File: src/rtl/pm0_pkg.sv
package pm0_pkg;

  localparam int unsigned WordW = 32;
  localparam int unsigned RegIdxW = 3;

  typedef enum logic [4:0] {
    OP_NOP = 5'd0,
    OP_LIT = 5'd1,
    OP_RTN = 5'd2,
    OP_LOD = 5'd3,
    OP_STO = 5'd4,
    OP_CAL = 5'd5,
    OP_INC = 5'd6,
    OP_JMP = 5'd7,
    OP_JPC = 5'd8,
    OP_SIO = 5'd9,
    OP_NEG = 5'd10,
    OP_ADD = 5'd11,
    OP_SUB = 5'd12,
    OP_MUL = 5'd13,
    OP_DIV = 5'd14,
    OP_ODD = 5'd15,
    OP_MOD = 5'd16,
    OP_EQL = 5'd17,
    OP_NEQ = 5'd18,
    OP_LSS = 5'd19,
    OP_LEQ = 5'd20,
    OP_GTR = 5'd21,
    OP_GEQ = 5'd22
  } op_e;

  typedef enum logic [2:0] {
    ST_OK     = 3'd0,
    ST_DIVZ   = 3'd1,
    ST_STACK  = 3'd2,
    ST_CODE   = 3'd3,
    ST_HALTED = 3'd4
  } status_e;

  typedef enum logic [3:0] {
    S_CLEAR, S_IDLE, S_EXEC, S_WALK_RD, S_WALK_WT, S_ACCESS, S_LOD_WT,
    S_CAL_WR, S_RTN_RD, S_RTN_WT, S_DIV_WT, S_DONE
  } state_e;

  localparam logic [WordW-1:0] SioWrite = 32'd1;
  localparam logic [WordW-1:0] SioRead  = 32'd2;

  typedef struct packed {
    logic             start;
    logic             is_mod;
    logic [WordW-1:0] dividend;
    logic [WordW-1:0] divisor;
  } div_req_t;

  typedef struct packed {
    logic             done;
    logic [WordW-1:0] quotient;
    logic [WordW-1:0] remainder;
  } div_rsp_t;

endpackage

File: src/rtl/pm0_divider.sv
module pm0_divider (
  input  logic              clk_i,
  input  logic              rst_ni,
  input  pm0_pkg::div_req_t req_i,
  output pm0_pkg::div_rsp_t rsp_o
);
  import pm0_pkg::*;

  logic [WordW-1:0] rem_q, rem_d, quo_q, quo_d, dvs_q, dvs_d;
  logic             negq_q, negq_d, negr_q, negr_d, busy_q, busy_d, done_q, done_d;
  logic [5:0]       cnt_q, cnt_d;
  logic [WordW:0]   trial;
  logic [WordW-1:0] ua, ub;

  assign ua    = req_i.dividend[WordW-1] ? -req_i.dividend : req_i.dividend;
  assign ub    = req_i.divisor[WordW-1] ? -req_i.divisor : req_i.divisor;
  assign trial = {rem_q, quo_q[WordW-1]} - {1'b0, dvs_q};

  always_comb begin
    rem_d  = rem_q;
    quo_d  = quo_q;
    dvs_d  = dvs_q;
    negq_d = negq_q;
    negr_d = negr_q;
    busy_d = busy_q;
    cnt_d  = cnt_q;
    done_d = 1'b0;
    if (req_i.start) begin
      rem_d  = '0;
      quo_d  = ua;
      dvs_d  = ub;
      negq_d = req_i.dividend[WordW-1] ^ req_i.divisor[WordW-1];
      negr_d = req_i.dividend[WordW-1];
      busy_d = 1'b1;
      cnt_d  = 6'(WordW);
    end else if (busy_q) begin
      if (!trial[WordW]) begin
        rem_d = trial[WordW-1:0];
        quo_d = {quo_q[WordW-2:0], 1'b1};
      end else begin
        rem_d = {rem_q[WordW-2:0], quo_q[WordW-1]};
        quo_d = {quo_q[WordW-2:0], 1'b0};
      end
      cnt_d = cnt_q - 6'd1;
      if (cnt_q == 6'd1) begin
        busy_d = 1'b0;
        done_d = 1'b1;
      end
    end
  end

  always_ff @(posedge clk_i or negedge rst_ni) begin
    if (!rst_ni) begin
      busy_q <= 1'b0;
      done_q <= 1'b0;
      cnt_q  <= '0;
    end else begin
      busy_q <= busy_d;
      done_q <= done_d;
      cnt_q  <= cnt_d;
    end
  end

  always_ff @(posedge clk_i) begin
    rem_q  <= rem_d;
    quo_q  <= quo_d;
    dvs_q  <= dvs_d;
    negq_q <= negq_d;
    negr_q <= negr_d;
  end

  assign rsp_o.done      = done_q;
  assign rsp_o.quotient  = negq_q ? -quo_q : quo_q;
  assign rsp_o.remainder = negr_q ? -rem_q : rem_q;

endmodule

File: config.mk
export PLATFORM = sky130hd
export DESIGN_NAME = pm0_divider
export DESIGN_NICKNAME = d
export VERILOG_FILES = /design/src/rtl/pm0_pkg.sv /design/src/rtl/pm0_divider.sv
export SDC_FILE = /design/constraint.sdc
export NUM_CORES = 1
export LEC_CHECK = 0
export BUFFER_PORTS_ARGS = -buffer_cell sky130_fd_sc_hd__buf_2
export CAP_MARGIN = 25
export CORE_MARGIN = 2
export CORE_UTILIZATION = 30
export CTS_CLUSTER_DIAMETER = 200
export CTS_CLUSTER_SIZE = 20
export DETAILED_ROUTE_END_ITERATION = 12
export MAX_ROUTING_LAYER = met4
export PLACE_DENSITY_LB_ADDON = 0.2
export SLEW_MARGIN = 5
export SYNTH_ARGS = -nofsm -noshare
export SYNTH_HDL_FRONTEND = slang
export SYNTH_SLANG_ARGS = --single-unit
File: constraint.sdc
create_clock -name clk_i -period 3.9 [get_ports clk_i]
set_input_delay 0.78 -clock clk_i [delete_from_list [all_inputs] [get_ports clk_i]]
set_output_delay 0.78 -clock clk_i [all_outputs]
set_load 0.005 [all_outputs]
==> results by stage, run 1 <==
Critical path:
- The endpoint of the lowest-slack register-to-register path is rem_q[0].
- For the worst setup path, the data arrival time is 3.68 ns.
- The register-to-register setup slack is 0.47 ns.
- The type of origin of the critical path is a flip-flop.
- The biggest fanout along the worst timing path is 3.
- In this run the critical register-to-register path is launched from quo_q[31].
- The classification of the worst setup path is reg -> out.
- The worst setup path is captured at an output port.
- Data on the critical path is required at its endpoint by 3.12 ns.
- Counting cells, the worst reg-to-reg path comes to 15.

Global routing:
- The pin count of the biggest net entering global routing is 72.
- Summed over all layers, the global routing overflow is 0.
- The initial antenna violation count was 1.
- In the global route stage, overall resource usage came out at 16.4%.
- The first global-routing pass estimated 37100 um of wire.
- The via count of the first global-routing pass was 7258.

CTS:
- For this design, the sink count on the clock tree is 106.
- The cell sitting at the root of the clock tree is a clkbuf_16.
- In this run the deepest clock path goes through 2 buffers.
- The clock transition at the registers of the reported paths is 0.07 ns.
- The H-tree depth reported by CTS is 3.
- The clock tree from TritonCTS is yes.
- The clock reaches the later pin of the worst-skew pair after 0.35 ns.
- The CTS buffer count is 9.

Detailed routing:
- The average detailed-routed wire length per instance is 15.1 um.
- The total wirelength of the detailed-routed design is 23500 um.
- After detailed routing, the number of remaining DRC violations is 0.
- The highest routing layer actually used is met4.
- The total vias in the final route is 7723.
- The routed metal-1 wire length is 11400 um.
- The detailed-routed wire length on met2 is 10700 um.
- The wire length on met3 is 1030 um.
- In this run the remaining antenna-violating nets after routing total 0.
- The violation count after the first detailed-route iteration is 527.
- The number of detailed-routing iterations run before antenna repair is 5.
- The routed via count divided by cell count is 4.96.

Synth:
- Counting instances in the post-synthesis netlist gives the leading cell types as xnor2_1, nor2_1, a21oi_1, nand2_1.
- By area the synthesized netlist is led by edfxtp_1, xnor2_1, dfxtp_1.
- For this run, the number of Yosys warnings is 0.
- The count of flip-flops with a built-in enable after synthesis is 66.
- After synthesis the cells add up to 0.00844 mm^2.
- The mean post-synth cell area is 8.50 um^2.
- In the post-synthesis netlist, the cell with the most instances is xnor2_1.
- After synthesis, flip-flops and latches occupy 33.4% of the total area.
- The portion of synthesized cell area occupied by the leading cell type is 23.5%.
- After technology mapping, the gate count stands at 993.
- After synthesis, the share of flip-flops with an asynchronous set or reset is 7.55%.
- The cell taking the most area after synthesis is edfxtp_1.
- Counting distinct cell types in the post-synthesis netlist gives 65.
- The synthesized design contains 106 register bits.
- The most frequently used flop master after synthesis is edfxtp_1.
- When the netlist entered floorplanning its net count stood at 1100.

Pwr:
- Net switching is 42.8% of the power.
- The sequential share of power is 24.0%.
- The worst supply voltage drop on vdd is 0.268 mV.
- For this design the total switching power over the nets is 3.24 mW.
- Cell internal power was estimated by the tool at 4.33 mW.
- Summed over all cells, the static leakage comes to 4.42 nW.
- The clock network is responsible for 12.3% of the overall power.
- The total power per unit cell area is 710 mW/mm^2.
- In this run, the combinational gates consume 63.8% of the power.

STA:
- The fmax is 224 MHz.
- The count of final hold-check violations is 0.
- Summed over all failing endpoints, the final setup total negative slack is -4.05 ns.
- In the post-route analysis, the smallest setup slack over all paths is -0.562 ns.
- The slew of the pin with the lowest slew margin is 0.938 ns.
- The share of the clock period used by the worst path after layout is 114%.
- The time the final worst path needs with I/O delays and setup is 4.46 ns.
- Setup repair after global routing could not meet its margin everywhere.
- Setup violations remaining at the end of the flow were counted as 14.
- The largest clock skew in the final design is 0.00816 ns.
- In this run the tightest slew margin relative to its limit is 37.3%.
- The max-slew violation count came to 0.
- On the final layout, the worst hold slack is 0.256 ns.

Cells and area:
- The net count of the finished layout is 1281.
- Of the cells placed in the final design, the portion with a size suffix greater than 1 is 24.5%.
- At the end of the flow the core is filled with cells to 38.5%.
- The filler cells instantiated in the layout total 2872.
- Relative to the synthesized area, the layout overhead comes to 26.3%.

Placed design:
- Detailed placement ended at an HPWL of 18300 um.
- During placement, the flow inserted port buffers numbering 131.
- At the end of routability-driven placement, the weighted congestion stood at 0.864.

Hold path:
- The path class of the tightest hold or removal check is in -> async.

Flow run:
- The tool flagged a number of max-cap violations equal to 0.

Floorplanning:
- The die covers 0.0295 mm^2.
- The core region is 0.0277 mm^2.
- The initialized floorplan defines 61 standard-cell rows.
- The I/O pin total is 133.
- Measured along the x axis, the die boundary spans 172 um.
- Once the floorplan was initialized, standard cells occupied 30.5% of the core.
- The floorplan step set the die height to 172 um.

Outcome:
- The checks that failed: setup timing.
- The run finished, with violations left.
## state kept, by name, summed over array words and instances (netlist names)
register	flops
busy_q	1
cnt_q	6
done_q	1
dvs_q	32
negq_q	1
negr_q	1
quo_q	32
rem_q	32
## power by group through the flow
stage          sequential [mW]  combinational, mW  clock (mW)
2_1_floorplan             1.76               2.78           0
3_3_place_gp              1.80               4.49           0
4_1_cts                   1.80               4.74       0.972
6_report                  1.81               4.82       0.928
3_5_place_dp              1.80               4.51           0
5_1_grt                   1.86               5.34        1.01
## cell usage in the layout, fill, tap and decap left out, types with 9 or more instances in the layout
cell       synthesis  layout
nor2_1            97      95
o21ai_0           66      62
or3_1             16      13
or4_1             19      14
clkbuf_16          0       9
edfxtp_1          66      66
ha_1              38      37
nor3_1            18      17
o41ai_1           13      10
a211oi_1          26      25
o31ai_1           36      32
inv_1             51      49
a21oi_1           77      77
a21o_1            17      17
nor2b_1           10      10
dfxtp_1           32      30
buf_4              3      80
xnor2_1          102     100
buf_2              0     130
nand2_1           77      75
xor2_1            47      47
nand3_1           21      18
## cells by family after synthesis
| kind of cell | share of synthesized area [%] |
|---|---|
| simple gates | 18.3 |
| compound gates | 21.6 |
| xor+xnor | 15.5 |
| flops | 33.4 |
| buf+inv | 4.58 |
| fa+ha+maj | 5.87 |
| mux | 0.726 |
## routing by layer
layer	vias to the layer above	GRT usage [%]
li1	3977	-
met1	3542	21.6
met2	184	26.5
met3	20	2.37
met4	0	4.31
met5	-	-
## area by class of cell
class                      instances  area [um^2]  area share (%)
antenna                            1         2.50          0.0235
clock inverter                     5         56.3           0.528
inverter                          51          191            1.80
timing repair buffer             219         1390            13.0
clock buffer                      10          229            2.15
tap                              378          473            4.44
sequential                       106         2830            26.5
multi-input combinational        787         5490            51.5
## timing repair
action                     in CTS  in global routing
buffers inserted                5                  6
setup endpoints to repair      16                 18
hold buffers                    0                  0
gates resized for setup        29                 26
pin swaps                      10                 12
gates cloned                    0                  0
## stage by stage
step	worst slack, ns	area [um^2]	std cells	total power, mW
floorplan	-0.0899	8460	993	4.54
global placement	-0.203	10000	1532	6.29
detailed placement	-0.216	10000	1532	6.31
CTS	-0.598	10500	1552	7.51
global route	-0.645	10700	1557	8.21
finish	-0.562	10700	1557	7.57
## worst max-delay path, cell delays in order, from the launching register on
cell     delay [ns]
dfxtp_2        0.32
or4_4          0.53
or3_4          0.34
or3_4          0.38
or4_4          0.44
or3_4          0.35
or4_4          0.47
o41ai_4        0.23
xnor2_1        0.14
buf_2          0.13
## worst max-delay path by stage
stage,start,to,slack (ns),cells after the start
detailed placement,rem_q[6],rsp_o[29],-0.22,9
floorplan,rem_q[6],rsp_o[29],-0.09,8
finish,rem_q[6],rsp_o[29],-0.56,9
CTS,rem_q[6],rsp_o[31],-0.60,9
global route,rem_q[6],rsp_o[29],-0.64,9
global placement,rem_q[6],rsp_o[29],-0.20,9
(Power assumes the default switching activity.)
==> run 2: changes to the inputs <==
--- a/config.mk
+++ b/config.mk
@@ -12,6 +12,7 @@
 export CTS_CLUSTER_DIAMETER = 200
 export CTS_CLUSTER_SIZE = 20
 export DETAILED_ROUTE_END_ITERATION = 12
+export GPL_TIMING_DRIVEN = 0
 export MAX_ROUTING_LAYER = met4
 export PLACE_DENSITY_LB_ADDON = 0.2
 export SLEW_MARGIN = 5
==> run 2 against run 1 <==
The run still ends with setup timing left. Non-clock buffer count fell by 14. Combinational power fell by 9.1%. Die area did not move. Sequential cell count did not move. Wire length rose by 10%. Via count rose by 0.26%. Utilization fell by 1.1 points. Total power fell by 3.9%. Sequential share of layout area rose by 0.83 points. Cell count fell by 0.83%. Critical endpoint unchanged. Largest cell class unchanged. Largest power group unchanged.
==> results by stage, run 2 (same netlist as run 1, synthesis figures left out) <==
STA:
- The worst setup slack after layout is -0.615 ns (-0.0529 ns).
- The count of final hold-check violations is 0 (unchanged).
- The time the final worst path needs with I/O delays and setup came to 4.52 ns (+0.0529 ns).
- The largest clock skew in the final design is 0.0112 ns (+0.00305 ns).
- The relative slew slack is 45.5% (+8.2 points).
- The fmax is 221 MHz (-1.2%).
- The worst hold margin is 0.255 ns (-0.000916 ns).
- Setup repair after global routing could not meet its margin everywhere.
- The slew of the pin with the lowest slew margin is 0.817 ns (-0.121 ns).
- The number of failing setup endpoints in the final timing report is 8 (-6).
- The max-slew violation count was 0 (unchanged).
- The share of the clock period used by the worst path after layout is 116% (+1.4 points).
- The final-layout setup total negative slack is -3.56 ns (+0.493 ns).

CTS:
- The maximum number of buffers from clock root to sink was 2 (unchanged).
- The number of clock sinks seen by CTS was 106 (unchanged).
- The clock transition at the registers of the reported paths was 0.07 ns (about the same).
- The hold buffer count at CTS is 0 (unchanged).
- The insertion delay to the later sink of the worst-skew pair is 0.36 ns (about the same).
- The H-tree depth reported by CTS was 3 (unchanged).
- The cell sitting at the root of the clock tree is a clkbuf_16.
- The clock tree from TritonCTS is yes.
- The CTS buffer count is 9 (unchanged).

Critical path:
- The worst reg2reg path depth is 13 (-2).
- The critical path data required time is 3.12 ns (about the same).
- STA classifies the critical path startpoint as a flip-flop.
- The biggest fanout along the worst timing path is 3 (unchanged).
- The endpoint arrival time on the critical path is 3.74 ns (+0.06 ns).
- The signal on the critical path passes through or4_4 -> or3_4 -> or3_4 -> or4_4 -> or3_4 -> or4_4 -> o41ai_4 -> xnor2_1 -> buf_2.
- The cell type of the slowest stage on the worst timing path is or4_4.
- The worst stage delay on the critical path came to 0.53 ns (about the same).
- By startpoint and endpoint, the worst setup path is classified as reg -> out.
- The kind of capture point of the worst setup path is an output port.

Detailed routing:
- The total wirelength of the detailed-routed design is 25900 um (+10%).
- The antenna violation net count after detailed routing is 0 (unchanged).
- The number of detailed-routing iterations run before antenna repair is 5 (unchanged).
- The total vias in the final route is 7743 (+0.26%).
- The average detailed-routed wire length per instance is 16.8 um (+11%).
- The routed via count divided by cell count is 5.01 (+1.1%).
- The number of remaining DRC errors is 0 (unchanged).
- The violation count after the first detailed-route iteration is 571 (+8.3%).

Cells and area:
- The count of non-filler cells in the finished layout was 1544 (-0.83%).
- The synthesis-to-layout area growth is 22.7%.
- The final instance area is 0.0104 mm^2 (-2.8%).
- Leaving out fill and tap cells, the most frequent cell in the layout is buf_2.
- The largest registers in the layout are dvs_q x32, quo_q x32, rem_q x32.
- Leaving out fill and tap cells, the most frequent cells in the layout are buf_2, xnor2_1, nor2_1.
- The count of nets after finishing is 1267 (-1.1%).
- The count of fill cells added during filler insertion is 2901 (+1.0%).
- The utilization of the core after routing is 37.4% (-1.1 points).
- The share of cells above drive strength 1 is 19.9% (-4.6 points).

Placed design:
- The post-placement cell area was 0.00959 mm^2 (-4.4%).
- The routability congestion estimate from global placement is 0.884 (+2.4%).
- The count of buffers inserted at the top-level ports is 131 (unchanged).
- The placed cell count is 1502 (-2.0%).
- The half-perimeter wire length after detailed placement is 20100 um (+9.8%).
- The pre-CTS setup slack came to -0.414 ns (-0.198 ns).

Pwr:
- The worst supply voltage drop on vdd is 0.253 mV (-5.5%).
- The standby leakage power is 4.20 nW (-5.1%).
- The total power per unit cell area is 702 mW/mm^2 (-1.1%).
- The power after layout was 7.27 mW (-3.9%).

Floorplanning:
- The total number of placement rows is 61 (unchanged).
- The I/O pin total is 133 (unchanged).
- The area of the core came to 0.0277 mm^2 (unchanged).
- The area of the die was 0.0295 mm^2 (unchanged).
- The die span in x is 172 um (unchanged).
- The starting density of the core is 30.5% (unchanged).
- The die outline height is 172 um (unchanged).

Flow run:
- The max-capacitance violation count is 0 (unchanged).

Hold path:
- The class of the tightest hold or removal check is in -> async.

Outcome:
- The checks that failed: setup timing.
- The run finished, with violations left.

Global routing:
- The global-route usage over all layers was 18.2% (+1.8 points).
- The pin count of the biggest net entering global routing is 36 (-50%).
- The global-route wire length before repair came to 40700 um (+9.7%).
- The via count of the first global-routing pass is 7437 (+2.5%).
- The initial antenna violation count came to 1 (unchanged).
- The total congestion overflow came to 0 (unchanged).
[run 2: changes by cell type in the layout (fill, tap and decap cells not counted), moves of 3 or more]
cell / delta
clkbuf_1: +39
buf_4: -53
buf_6: -4
buf_1: +3
[run 2: final timing paths]
kind                           start        end  slack (ns)
max in group asynchronous     rst_ni   cnt_q[1]        3.46
hold reg to reg             rem_q[8]   rem_q[8]        0.55
setup / recovery            rem_q[6]  rsp_o[29]       -0.62
min in group clk_i          rem_q[8]   rem_q[8]        0.55
setup reg to reg           quo_q[31]  rem_q[28]        0.41
hold / removal                rst_ni     done_q        0.26
[run 2: cell type report]
cell class	count	area (um^2)	area share (%)
clock inverter	6	81.3	0.785
timing repair buffer	157	858	8.29
inverter	51	191	1.85
multi-input combinational	787	5490	53.0
buffer	48	198	1.91
clock buffer	10	229	2.21
antenna	1	2.50	0.0242
sequential	106	2830	27.3
tap	378	473	4.57
[run 2: repair_timing]
item	in CTS	in global routing
endpoints found under the setup margin	35	47
buffers inserted	21	5
cloned	0	0
pin swaps	11	7
gates resized for setup	38	18
[run 2: power by group]
| part | internal (mW) | switching [mW] | leakage (nW) |
|---|---|---|---|
| logic | 1.98 | 2.40 | 3.03 |
| registers | 1.48 | 0.419 | 1.02 |
| clock network | 0.560 | 0.439 | 0.152 |
| total | 4.02 | 3.26 | 4.20 |
[run 2: layer usage]
metal / track usage [%] / wire (um) / up-vias
li1: - / - / 3948
met1: 23.8 / 12000 / 3571
met2: 29.6 / 12100 / 195
met3: 2.00 / 1290 / 29
met4: 5.52 / 567 / 0
met5: - / 0 / -
[run 2: worst max-delay path: cells and delay by family (launching register included)]
kind,cells,cell delay [ns]
AO/OA/AOI/OAI,1,0.24
AND/OR/NAND/NOR,6,2.52
XOR/XNOR,1,0.15
buffers and inverters,1,0.13
flip-flops,1,0.35
